[src/rtl/core/running_histogram_median_unit_assert.svh]
// Assertion macros for the running histogram median unit
`ifndef RUNNING_HISTOGRAM_MEDIAN_UNIT_ASSERT_SVH
`define RUNNING_HISTOGRAM_MEDIAN_UNIT_ASSERT_SVH

// Same-cycle implication, checked on clk, off while rst_n is low
`define RHM_ASSERT_IMPLY(name, ante, cons, msg) \
  name: assert property (@(posedge clk) disable iff (!rst_n) (ante) |-> (cons)) \
    else $error(msg);

// Next-cycle implication, checked on clk, off while rst_n is low
`define RHM_ASSERT_NEXT(name, ante, cons, msg) \
  name: assert property (@(posedge clk) disable iff (!rst_n) (ante) |=> (cons)) \
    else $error(msg);

`endif

[src/rtl/core/rhm_pkg.sv]
// Shared types and constants of the running histogram median unit
package rhm_pkg;

  localparam int BIN_COUNT_DEF = 256;
  localparam int MAX_COUNT_DEF = 255;

  // Three color channels, in the order red, green, blue
  localparam int CHAN_N    = 3;
  localparam int CH_RED    = 0;
  localparam int CH_GREEN  = 1;
  localparam int CH_BLUE   = 2;

  localparam int PIX_W     = 8;
  localparam int ERR_W     = 2;
  localparam int ERR_RM_BIT  = 0;
  localparam int ERR_ADD_BIT = 1;

  typedef enum logic [1:0] {
    ST_IDLE,
    ST_SCAN,
    ST_FIN
  } rhm_state_t;

  // Per-item control seen by every channel head
  typedef struct packed {
    logic start;     // first cycle of an item: restart the running sums
    logic step;      // one bin passes the head this cycle
    logic clr;       // drop the stored bin values
    logic pend_vld;  // apply the removal left over from the previous item
    logic add_ok;    // add this item's pixel
  } rhm_ctl_t;

endpackage

[src/rtl/core/rhm_if.sv]
// Valid/ready channel interfaces for pixel beats in and median beats out
interface rhm_in_if import rhm_pkg::*; ();
  logic             valid;
  logic             ready;
  logic             clear_store;
  logic             add_valid;
  logic [PIX_W-1:0] add_red;
  logic [PIX_W-1:0] add_green;
  logic [PIX_W-1:0] add_blue;
  logic             emit_median;
  logic             remove_valid;
  logic [PIX_W-1:0] remove_red;
  logic [PIX_W-1:0] remove_green;
  logic [PIX_W-1:0] remove_blue;

  modport source (
    output valid, clear_store, add_valid, add_red, add_green, add_blue,
           emit_median, remove_valid, remove_red, remove_green, remove_blue,
    input  ready
  );

  modport sink (
    input  valid, clear_store, add_valid, add_red, add_green, add_blue,
           emit_median, remove_valid, remove_red, remove_green, remove_blue,
    output ready
  );
endinterface

interface rhm_out_if import rhm_pkg::*; ();
  logic             valid;
  logic             ready;
  logic [PIX_W-1:0] median_red;
  logic [PIX_W-1:0] median_green;
  logic [PIX_W-1:0] median_blue;
  logic             median_valid;
  logic [ERR_W-1:0] error_code;

  modport source (
    output valid, median_red, median_green, median_blue, median_valid, error_code,
    input  ready
  );

  modport sink (
    input  valid, median_red, median_green, median_blue, median_valid, error_code,
    output ready
  );
endinterface

[src/rtl/core/running_histogram_median_unit.sv]
// Each accepted pixel beat is handled in turn: the bin ring makes one full rotation past
// the channel heads per beat, one bin per cycle, and no new beat is accepted until the
// last one is through; a result beat still waiting on out_ch.ready holds a next beat
// that has a result of its own in its finish state until it is taken.
// Reset: control and pixel count clear at once; the bin ring holds no reset and is
// zeroed on the rotation of the first beat, so no clearing pass is needed.
`include "running_histogram_median_unit_assert.svh"

module running_histogram_median_unit import rhm_pkg::*; #(
  parameter int BIN_COUNT = BIN_COUNT_DEF,
  parameter int MAX_COUNT = MAX_COUNT_DEF
) (
  input  logic            clk,
  input  logic            rst_n,
  rhm_in_if.sink          in_ch,
  rhm_out_if.source       out_ch
);

  localparam int IDX_W = $clog2(BIN_COUNT);
  localparam int CNT_W = $clog2(MAX_COUNT + 1);
  localparam int CMP_W = ((IDX_W > PIX_W) ? IDX_W : PIX_W) + 1;

  // Map a channel value to its bin, saturating at the last bin
  function automatic logic [IDX_W-1:0] bin_of(input logic [PIX_W-1:0] v);
    logic [CMP_W-1:0] vx;
    vx = CMP_W'(v);
    if (vx >= CMP_W'(BIN_COUNT)) begin
      return IDX_W'(BIN_COUNT - 1);
    end
    return IDX_W'(v);
  endfunction

  rhm_state_t state_r, state_nxt;
  logic [IDX_W-1:0] k_r;
  logic             k_last;

  // Item registers
  logic                         clr_r;
  logic                         add_ok_r;
  logic                         add_err_r;
  logic                         emit_r;
  logic                         rm_vld_r;
  logic                         pend_use_r;
  logic [CHAN_N-1:0][IDX_W-1:0] add_idx_r;
  logic [CHAN_N-1:0][IDX_W-1:0] rm_idx_r;
  logic [CNT_W-1:0]             cnt_add_r;
  logic [CNT_W-1:0]             target_r;

  // Window state
  logic [CNT_W-1:0]             cnt_r;
  logic                         clr_pend_r;
  logic                         pend_vld_r;
  logic [CHAN_N-1:0][IDX_W-1:0] pend_idx_r;

  // Output register
  logic                         out_vld_r;
  logic [CHAN_N-1:0][PIX_W-1:0] med_out_r;
  logic                         med_vld_r;
  logic [ERR_W-1:0]             err_r;

  logic                         accept;
  logic                         step;
  logic                         fin_go;
  logic                         load_out;
  logic                         clr_eff;
  logic [CNT_W-1:0]             base_cnt;
  logic                         add_ok;
  logic [CNT_W-1:0]             cnt_add;
  logic                         rm_ok;
  logic                         rm_err;
  logic                         need_out;
  logic [CHAN_N-1:0]            zhit;
  logic [CHAN_N-1:0][PIX_W-1:0] med;
  logic [CHAN_N-1:0][CNT_W-1:0] head_val;
  rhm_ctl_t                     ctl;

  logic [CHAN_N-1:0][CNT_W-1:0] ring_q [BIN_COUNT];
  logic [CHAN_N-1:0][CNT_W-1:0] ring_d [BIN_COUNT];

  // Admission: clear, then add only while the window has room
  always_comb begin
    clr_eff  = in_ch.clear_store | clr_pend_r;
    base_cnt = clr_eff ? '0 : cnt_r;
    add_ok   = in_ch.add_valid && (base_cnt < CNT_W'(MAX_COUNT));
    cnt_add  = base_cnt + CNT_W'(add_ok);
  end

  // Removal check after the scan has seen every addressed bin
  always_comb begin
    rm_ok    = rm_vld_r && (cnt_add_r != '0) && !(|zhit);
    rm_err   = rm_vld_r && !rm_ok;
    need_out = emit_r || add_err_r || rm_err;
  end

  assign k_last = (k_r == IDX_W'(BIN_COUNT - 1));

  // Hold the state register
  always_ff @(posedge clk) begin
    if (!rst_n) begin
      state_r <= ST_IDLE;
    end else begin
      state_r <= state_nxt;
    end
  end

  // Sequence one beat: accept, rotate the ring once, deliver
  always_comb begin
    state_nxt = state_r;
    accept    = 1'b0;
    step      = 1'b0;
    fin_go    = 1'b0;
    load_out  = 1'b0;
    case (state_r)
      ST_IDLE: begin
        if (in_ch.valid && rst_n) begin
          accept    = 1'b1;
          state_nxt = ST_SCAN;
        end
      end
      ST_SCAN: begin
        step = 1'b1;
        if (k_last) begin
          state_nxt = ST_FIN;
        end
      end
      ST_FIN: begin
        if (!need_out || !out_vld_r || out_ch.ready) begin
          fin_go    = 1'b1;
          load_out  = need_out;
          state_nxt = ST_IDLE;
        end
      end
      default: begin
        state_nxt = ST_IDLE;
      end
    endcase
  end

  assign in_ch.ready = (state_r == ST_IDLE) && rst_n;

  // Advance the bin index at the ring head
  always_ff @(posedge clk) begin
    if (accept) begin
      k_r <= '0;
    end else if (step && !k_last) begin
      k_r <= k_r + IDX_W'(1);
    end
  end

  // Capture the beat
  always_ff @(posedge clk) begin
    if (accept) begin
      clr_r      <= clr_eff;
      add_ok_r   <= add_ok;
      add_err_r  <= in_ch.add_valid && !add_ok;
      emit_r     <= in_ch.emit_median;
      rm_vld_r   <= in_ch.remove_valid;
      pend_use_r <= pend_vld_r && !clr_eff;
      add_idx_r[CH_RED]   <= bin_of(in_ch.add_red);
      add_idx_r[CH_GREEN] <= bin_of(in_ch.add_green);
      add_idx_r[CH_BLUE]  <= bin_of(in_ch.add_blue);
      rm_idx_r[CH_RED]    <= bin_of(in_ch.remove_red);
      rm_idx_r[CH_GREEN]  <= bin_of(in_ch.remove_green);
      rm_idx_r[CH_BLUE]   <= bin_of(in_ch.remove_blue);
      cnt_add_r  <= cnt_add;
      target_r   <= (cnt_add >> 1) + CNT_W'(1);
    end
  end

  // Commit the count; defer an accepted removal to the next rotation
  always_ff @(posedge clk) begin
    if (!rst_n) begin
      cnt_r      <= '0;
      clr_pend_r <= 1'b1;
      pend_vld_r <= 1'b0;
    end else if (fin_go) begin
      cnt_r      <= cnt_add_r - CNT_W'(rm_ok);
      clr_pend_r <= 1'b0;
      pend_vld_r <= rm_ok;
    end
  end

  always_ff @(posedge clk) begin
    if (fin_go && rm_ok) begin
      pend_idx_r <= rm_idx_r;
    end
  end

  // Drive the result beat
  always_ff @(posedge clk) begin
    if (!rst_n) begin
      out_vld_r <= 1'b0;
    end else if (load_out) begin
      out_vld_r <= 1'b1;
    end else if (out_ch.ready) begin
      out_vld_r <= 1'b0;
    end
  end

  always_ff @(posedge clk) begin
    if (load_out) begin
      med_out_r <= emit_r ? med : '0;
      med_vld_r <= emit_r;
      err_r[ERR_RM_BIT]  <= rm_err;
      err_r[ERR_ADD_BIT] <= add_err_r;
    end
  end

  assign out_ch.valid        = out_vld_r;
  assign out_ch.median_red   = med_out_r[CH_RED];
  assign out_ch.median_green = med_out_r[CH_GREEN];
  assign out_ch.median_blue  = med_out_r[CH_BLUE];
  assign out_ch.median_valid = med_vld_r;
  assign out_ch.error_code   = err_r;

  always_comb begin
    ctl.start    = accept;
    ctl.step     = step;
    ctl.clr      = clr_r;
    ctl.pend_vld = pend_use_r;
    ctl.add_ok   = add_ok_r;
  end

  // Channel heads at cell 0 of the ring
  for (genvar c = 0; c < CHAN_N; c++) begin : g_chan
    rhm_chan #(
      .IDX_W (IDX_W),
      .CNT_W (CNT_W)
    ) u_chan (
      .clk      (clk),
      .ctl      (ctl),
      .bin_idx  (k_r),
      .target   (target_r),
      .pend_idx (pend_idx_r[c]),
      .add_idx  (add_idx_r[c]),
      .rm_idx   (rm_idx_r[c]),
      .bin_in   (ring_q[0][c]),
      .bin_out  (head_val[c]),
      .median   (med[c]),
      .zero_hit (zhit[c])
    );
  end

  // Ring of bin cells: each takes its upper neighbor, the last takes the head
  for (genvar i = 0; i < BIN_COUNT; i++) begin : g_ring
    if (i == BIN_COUNT - 1) begin : g_tail
      assign ring_d[i] = head_val;
    end else begin : g_link
      assign ring_d[i] = ring_q[i+1];
    end

    rhm_cell #(
      .CNT_W (CNT_W)
    ) u_cell (
      .clk      (clk),
      .shift_en (step),
      .d        (ring_d[i]),
      .q        (ring_q[i])
    );
  end

  // Checks
  `RHM_ASSERT_NEXT(a_accept_starts_scan, in_ch.valid && in_ch.ready,
    (state_r == ST_SCAN) && (k_r == '0), "accepted beat did not start a scan at bin 0")
  `RHM_ASSERT_NEXT(a_scan_ends, (state_r == ST_SCAN) && k_last,
    state_r == ST_FIN, "scan did not end after the last bin")
  `RHM_ASSERT_IMPLY(a_result_has_cause, out_ch.valid && !out_ch.median_valid,
    (out_ch.error_code != '0) && (out_ch.median_red == '0) &&
    (out_ch.median_green == '0) && (out_ch.median_blue == '0),
    "result beat without a median request or an error")
  `RHM_ASSERT_IMPLY(a_count_limit, 1'b1, cnt_r <= CNT_W'(MAX_COUNT),
    "pixel count exceeds its limit")

endmodule

[src/rtl/core/rhm_cell.sv]
// One ring cell: holds the red, green and blue counts of one bin
module rhm_cell import rhm_pkg::*; #(
  parameter int CNT_W = 8
) (
  input  logic                         clk,
  input  logic                         shift_en,
  input  logic [CHAN_N-1:0][CNT_W-1:0] d,
  output logic [CHAN_N-1:0][CNT_W-1:0] q
);

  logic [CHAN_N-1:0][CNT_W-1:0] bins_r;

  // Take the neighbor's counts on every rotation step
  always_ff @(posedge clk) begin
    if (shift_en) begin
      bins_r <= d;
    end
  end

  assign q = bins_r;

endmodule

[src/rtl/core/rhm_chan.sv]
// Channel head: updates the bin at the ring head and runs the median search
module rhm_chan import rhm_pkg::*; #(
  parameter int IDX_W = 8,
  parameter int CNT_W = 8
) (
  input  logic             clk,
  input  rhm_ctl_t         ctl,
  input  logic [IDX_W-1:0] bin_idx,
  input  logic [CNT_W-1:0] target,
  input  logic [IDX_W-1:0] pend_idx,
  input  logic [IDX_W-1:0] add_idx,
  input  logic [IDX_W-1:0] rm_idx,
  input  logic [CNT_W-1:0] bin_in,
  output logic [CNT_W-1:0] bin_out,
  output logic [PIX_W-1:0] median,
  output logic             zero_hit
);

  logic [CNT_W-1:0] sum_r;
  logic             found_r;
  logic [PIX_W-1:0] med_r;
  logic             zhit_r;

  logic [CNT_W-1:0] v_clr;
  logic [CNT_W-1:0] v_rm;
  logic [CNT_W-1:0] v_add;
  logic [CNT_W-1:0] sum_nxt;
  logic             hit;

  // Clear, take off the deferred removal, then add the new pixel
  always_comb begin
    v_clr   = ctl.clr ? '0 : bin_in;
    v_rm    = v_clr - CNT_W'(ctl.pend_vld && (bin_idx == pend_idx));
    v_add   = v_rm + CNT_W'(ctl.add_ok && (bin_idx == add_idx));
    sum_nxt = sum_r + v_add;
    hit     = !found_r && (sum_nxt >= target);
  end

  assign bin_out = v_add;

  // Accumulate the running sum and latch the first bin that reaches the target
  always_ff @(posedge clk) begin
    if (ctl.start) begin
      sum_r   <= '0;
      found_r <= 1'b0;
      med_r   <= '0;
      zhit_r  <= 1'b0;
    end else if (ctl.step) begin
      sum_r  <= sum_nxt;
      zhit_r <= zhit_r | ((bin_idx == rm_idx) && (v_add == '0));
      if (hit) begin
        found_r <= 1'b1;
        med_r   <= PIX_W'(bin_idx);
      end
    end
  end

  assign median   = med_r;
  assign zero_hit = zhit_r;

endmodule

[src/flat_wrapper.sv]
// flat-port wrapper written by rule: the top's interface ports become plain ports
module running_histogram_median_unit_flat import rhm_pkg::*;
#(
  parameter int BIN_COUNT = BIN_COUNT_DEF,
  parameter int MAX_COUNT = MAX_COUNT_DEF
)
  (clk, rst_n, in_ch_valid, in_ch_clear_store, in_ch_add_valid, in_ch_add_red, in_ch_add_green, in_ch_add_blue, in_ch_emit_median, in_ch_remove_valid, in_ch_remove_red, in_ch_remove_green, in_ch_remove_blue, in_ch_ready, out_ch_valid, out_ch_median_red, out_ch_median_green, out_ch_median_blue, out_ch_median_valid, out_ch_error_code, out_ch_ready);
  rhm_in_if in_ch_i ();
  rhm_out_if out_ch_i ();
  input  logic clk;
  input  logic rst_n;
  input wire logic [$bits(in_ch_i.valid)-1:0] in_ch_valid;
  input wire logic [$bits(in_ch_i.clear_store)-1:0] in_ch_clear_store;
  input wire logic [$bits(in_ch_i.add_valid)-1:0] in_ch_add_valid;
  input wire logic [$bits(in_ch_i.add_red)-1:0] in_ch_add_red;
  input wire logic [$bits(in_ch_i.add_green)-1:0] in_ch_add_green;
  input wire logic [$bits(in_ch_i.add_blue)-1:0] in_ch_add_blue;
  input wire logic [$bits(in_ch_i.emit_median)-1:0] in_ch_emit_median;
  input wire logic [$bits(in_ch_i.remove_valid)-1:0] in_ch_remove_valid;
  input wire logic [$bits(in_ch_i.remove_red)-1:0] in_ch_remove_red;
  input wire logic [$bits(in_ch_i.remove_green)-1:0] in_ch_remove_green;
  input wire logic [$bits(in_ch_i.remove_blue)-1:0] in_ch_remove_blue;
  output wire logic [$bits(in_ch_i.ready)-1:0] in_ch_ready;
  output wire logic [$bits(out_ch_i.valid)-1:0] out_ch_valid;
  output wire logic [$bits(out_ch_i.median_red)-1:0] out_ch_median_red;
  output wire logic [$bits(out_ch_i.median_green)-1:0] out_ch_median_green;
  output wire logic [$bits(out_ch_i.median_blue)-1:0] out_ch_median_blue;
  output wire logic [$bits(out_ch_i.median_valid)-1:0] out_ch_median_valid;
  output wire logic [$bits(out_ch_i.error_code)-1:0] out_ch_error_code;
  input wire logic [$bits(out_ch_i.ready)-1:0] out_ch_ready;
  assign in_ch_i.valid = in_ch_valid;
  assign in_ch_i.clear_store = in_ch_clear_store;
  assign in_ch_i.add_valid = in_ch_add_valid;
  assign in_ch_i.add_red = in_ch_add_red;
  assign in_ch_i.add_green = in_ch_add_green;
  assign in_ch_i.add_blue = in_ch_add_blue;
  assign in_ch_i.emit_median = in_ch_emit_median;
  assign in_ch_i.remove_valid = in_ch_remove_valid;
  assign in_ch_i.remove_red = in_ch_remove_red;
  assign in_ch_i.remove_green = in_ch_remove_green;
  assign in_ch_i.remove_blue = in_ch_remove_blue;
  assign in_ch_ready = in_ch_i.ready;
  assign out_ch_valid = out_ch_i.valid;
  assign out_ch_median_red = out_ch_i.median_red;
  assign out_ch_median_green = out_ch_i.median_green;
  assign out_ch_median_blue = out_ch_i.median_blue;
  assign out_ch_median_valid = out_ch_i.median_valid;
  assign out_ch_error_code = out_ch_i.error_code;
  assign out_ch_i.ready = out_ch_ready;
  running_histogram_median_unit #(.BIN_COUNT(BIN_COUNT), .MAX_COUNT(MAX_COUNT)) u_core (.clk(clk), .rst_n(rst_n), .in_ch(in_ch_i), .out_ch(out_ch_i));
endmodule
[config.mk]
export PLATFORM = sky130hd
export DESIGN_NAME = running_histogram_median_unit_flat
export DESIGN_NICKNAME = d
export VERILOG_FILES = /design/src/rtl/core/rhm_pkg.sv /design/src/rtl/core/rhm_if.sv /design/src/rtl/core/running_histogram_median_unit.sv /design/src/rtl/core/rhm_cell.sv /design/src/rtl/core/rhm_chan.sv /design/src/flat_wrapper.sv
export VERILOG_INCLUDE_DIRS = /design/src /design/src/rtl/core
export SDC_FILE = /design/constraint.sdc
export NUM_CORES = 2
export LEC_CHECK = 0
export BUFFER_PORTS_ARGS = -buffer_cell sky130_fd_sc_hd__buf_2
export CORE_UTILIZATION = 25
export DETAILED_ROUTE_END_ITERATION = 10
export GPL_TIMING_DRIVEN = 1
export PLACE_DENSITY_LB_ADDON = 0.05
export SYNTH_ARGS = -nofsm -noshare
export SYNTH_HDL_FRONTEND = slang
export SYNTH_SLANG_ARGS = --single-unit
[constraint.sdc]
create_clock -name clk -period 237.5 [get_ports clk]
set_input_delay 23.75 -clock clk [delete_from_list [all_inputs] [get_ports clk]]
set_output_delay 23.75 -clock clk [all_outputs]
set_load 0.005 [all_outputs]
==> results by group <==
Worst setup path
  – RR Endpoint: u_core.g_ring[107].u_cell.q[15]
  – CP Capture Type: output pin
  – Data arrival time of the critical path: 24520 ps
  – Crit Reg-Reg Startpoint: u_core.state_r[1]
  – Top Family by Delay on Critical Path: buffers and inverters
  – Critical Path RT: 213750 ps
  – Kind of critical path: in2out
  – Critical path origin: rst_n
  – CP max stage cell: nor3b_1
  – CP peak stage delay: 340 ps
  – Most used cell, CP: buf_2
  – Critical path launch point type: input pin
  – CP cell instances: buf_2, nor3b_1, buf_2
  – Buf/Inv on CP: 2
  – Worst Reg-to-Reg Cells: 12
  – Worst reg2reg setup slack: 228460 ps
  – Max Fanout on Critical Path: 14

Die
  – Die Height: 885 um
  – Io pins: 85
  – Die Footprint: 783000 um^2
  – Core Box Area: 775000 um^2
  – Row cnt: 323
  – Die Span X: 885 um
  – Starting Density: 0.251

Clocking
  – Clock tree buffer depth: 4
  – Post-CTS Setup Bufs: 0
  – Htree depth: 6
  – Post-CTS Hold Fix Bufs: 0
  – Sink Count: 6340
  – Post-CTS sizing: 0
  – CTS tree: yes
  – Worst-skew pair later-pin latency: 1070 ps
  – Root Buffer: clkbuf_16
  – Clk slew on worst S/H paths: 60 ps
  – TritonCTS Buffers: 706

Timing
  – Worst-margin pin slew: 1130 ps
  – Rel. slew slack: 0.244
  – RSZ-0062 raised after global routing: false
  – Crit path setup slack, layout: 189230 ps
  – Fin Clk Skew: 36.6 ps
  – TNS Setup: 0 ps
  – Fin. max-slew vios: 0
  – Endpoints failing hold: 0
  – Peak Freq: 20.7 MHz
  – Min Tclk post-route: 48270 ps
  – Final setup fails: 0
  – Tcrit/Tclk final: 0.203

Power
  – Pint: 1.91 mW
  – Switching Fraction: 0.207
  – P per Cell Area: 10.4 nW/um^2
  – Pleak: 72.5 nW
  – VDD IR max: 0.00600 mV
  – Reg power frac: 0.550
  – Combinational share of power: 0.022
  – Sw power: 0.497 mW
  – Clock network power share: 0.428

Drt
  – DRT antenna net count: 0
  – Mean number of vias per cell: 3.60
  – Post-DR wirelength/cell: 15.0 um
  – Remaining design rule violation count: 0
  – Routed wire length: 281 mm
  – Initial DRC count: 5976
  – Vias: 67500
  – First-pass iteration count of the detailed router: 5

Synthesis
  – Ys async rst share: 0
  – Post-Synthesis Net Count: 7239
  – Simple-gate share of the synthesized area: 0.00742
  – Post-Synth Adder-Cell Area: 0.00563
  – Xor and xnor area share after synthesis: 0.00584
  – Ys flop type: edfxtp_1
  – Synth warn: 0
  – Post-Syn Area per Cell: 27.4 um^2
  – Post-synthesis cell type count: 55
  – Main combinational cell family by area after synthesis: simple AND/OR/NAND/NOR gates
  – Sequential area share after synthesis: 0.973
  – Synth Area in Compound Gates: 0.00451
  – Mapped cell area: 195000 um^2
  – Yosys reg bits: 6340
  – Post-synthesis mux area share: 0.00128
  – Gate Count Post-Synth: 7099
  – Number of synthesized flops with an enable pin: 6265

Job
  – Max Cap Viol: 0

Outcome
  – Status: complete, no violations

Global route
  – GRT Util Overall: 0.0703
  – Largest net degree at the start of global routing: 203
  – Routing usage on met3: 0.0178
  – Met2 global-route usage: 0.0925
  – Via count of the first global-routing pass: 70900
  – GR Util met1: 0.109
  – Antenna violations before repair: 8
  – Global-route wire length before repair: 448 mm
  – Global route hottest layer: met1
  – Total grt overflow: 0

Worst hold path
  – Hold Path Origin: u_core.g_ring[104].u_cell.q[14]
  – WHS Endpoint: u_core.g_ring[103].u_cell.q[14]
  – Worst hold path cell count: 0
  – Worst hold path class: reg2reg

Placed design
  – Port bufs: 84
  – RePlAce Congestion: 0.667
  – Place WS: 189210 ps
  – Post-detail-place hpwl: 120 mm

Cells and area
  – Commonest non-fill, non-tap cell in the layout: edfxtp_1
  – Share of cells above drive strength 1: 0.129
  – Most frequent cells in the layout: 6265 x edfxtp_1, 717 x clkbuf_16, 184 x clkbuf_1, 178 x clkinv_1, 97 x clkinv_2
  – Nets@finish: 8082
  – Layout area overhead: 18.2%
  – Core Util, Final: 0.297
-- stage by stage --
step                instances  cell area (um^2)  hold WS, ps  total power [mW]
floorplan                7099            195000          400              1.95
global placement        17500            209000          400              1.40
detailed placement      17500            209000          405              1.40
CTS                     18700            230000          387              2.46
global route            18700            230000          395              2.51
finish                  18700            230000          394              2.40
-- registers in the layout (all words and copies together), names as in the netlist, 8 cells and up --
signal                       count
u_core.pend_idx_r               24
u_core.cnt_r                     8
u_core.cnt_add_r                 8
u_core.g_ring.u_cell.q        6144
u_core.k_r                       8
u_core.rm_idx_r                 24
u_core.target_r                  8
u_core.out_ch.median_green       8
u_core.add_idx_r                24
u_core.g_chan.u_chan.median     24
u_core.g_chan.u_chan.sum_r      24
u_core.out_ch.median_blue        8
u_core.out_ch.median_red         8
-- cell usage after synthesis (2+ instances only) --
| master | instances | area [um^2] |
|---|---|---|
| edfxtp_1 | 6265 | 188000 |
| ha_1 | 78 | 976 |
| dfxtp_1 | 75 | 1500 |
| nor2_1 | 70 | 263 |
| xor2_1 | 70 | 613 |
| nand2_1 | 64 | 240 |
| inv_1 | 63 | 236 |
| xnor2_1 | 60 | 526 |
| a21oi_1 | 50 | 250 |
| and2_1 | 30 | 188 |
| clkbuf_1 | 27 | 101 |
| mux2i_1 | 25 | 250 |
| nand2b_1 | 25 | 156 |
| o21ai_0 | 19 | 95.1 |
| nor3_1 | 18 | 90.1 |
| nor4_1 | 16 | 100 |
| nand4_1 | 14 | 87.6 |
| a21o_1 | 12 | 90.1 |
| nand3_1 | 12 | 60.1 |
| nor2b_1 | 9 | 56.3 |
| o211a_1 | 9 | 90.1 |
| a211oi_1 | 8 | 60.1 |
| and3_1 | 7 | 43.8 |
| o21a_1 | 7 | 52.6 |
| fa_1 | 6 | 120 |
| buf_2 | 5 | 25.0 |
| o21bai_1 | 5 | 37.5 |
| o31ai_1 | 5 | 37.5 |
| or3_1 | 5 | 31.3 |
| buf_1 | 4 | 15.0 |
| a41oi_1 | 3 | 26.3 |
| o211ai_1 | 3 | 22.5 |
| or4_1 | 3 | 22.5 |
| a21boi_0 | 2 | 15.0 |
| and4_1 | 2 | 17.5 |
| nor4b_1 | 2 | 17.5 |
| o22ai_1 | 2 | 12.5 |
| o41ai_1 | 2 | 17.5 |
-- how the worst max path moves through the flow --
stage	end	slack [ps]	cells after the start
finish	in_ch_ready	189230	3
global route	in_ch_ready	189110	3
CTS	in_ch_ready	189180	3
detailed placement	in_ch_ready	189210	3
global placement	in_ch_ready	189210	3
floorplan	u_core.g_ring[0].u_cell.q[0]	62720	4
-- power by group through the flow --
stage	Sequential (mW)	Combinational [mW]	Clock, mW
2_1_floorplan	1.91	0.0384	0
3_3_place_gp	1.34	0.0539	0
3_5_place_dp	1.34	0.0569	0
4_1_cts	1.32	0.0563	1.08
5_1_grt	1.33	0.0615	1.12
6_report	1.32	0.0536	1.03
-- cell families after synthesis --
group	count (synthesis)
AOI/OAI and AO/OA	134
xor gates and xnor gates	130
adders and majority gates	84
buffers and inverters	101
DFF	6340
muxes	25
and+or+nand+nor	285
-- area by class of cell --
cell class,instances,area [um^2]
Inverter,64,250
Clock buffer,901,18600
Clock inverter,365,2930
Fill cell,74200,545000
Antenna cell,1,2.50
Sequential cell,6340,190000
Tap cell,10200,12800
Multi-Input combinational cell,658,4850
Timing Repair Buffer,172,1240
-- routing by layer --
layer	share of wire	vias to the layer above
met5	0	-
met4	0.038	0
met3	0.049	735
met2	0.40	1050
met1	0.51	35300
li1	-	30400
No activity file was read; power rests on OpenSTA's default activity.
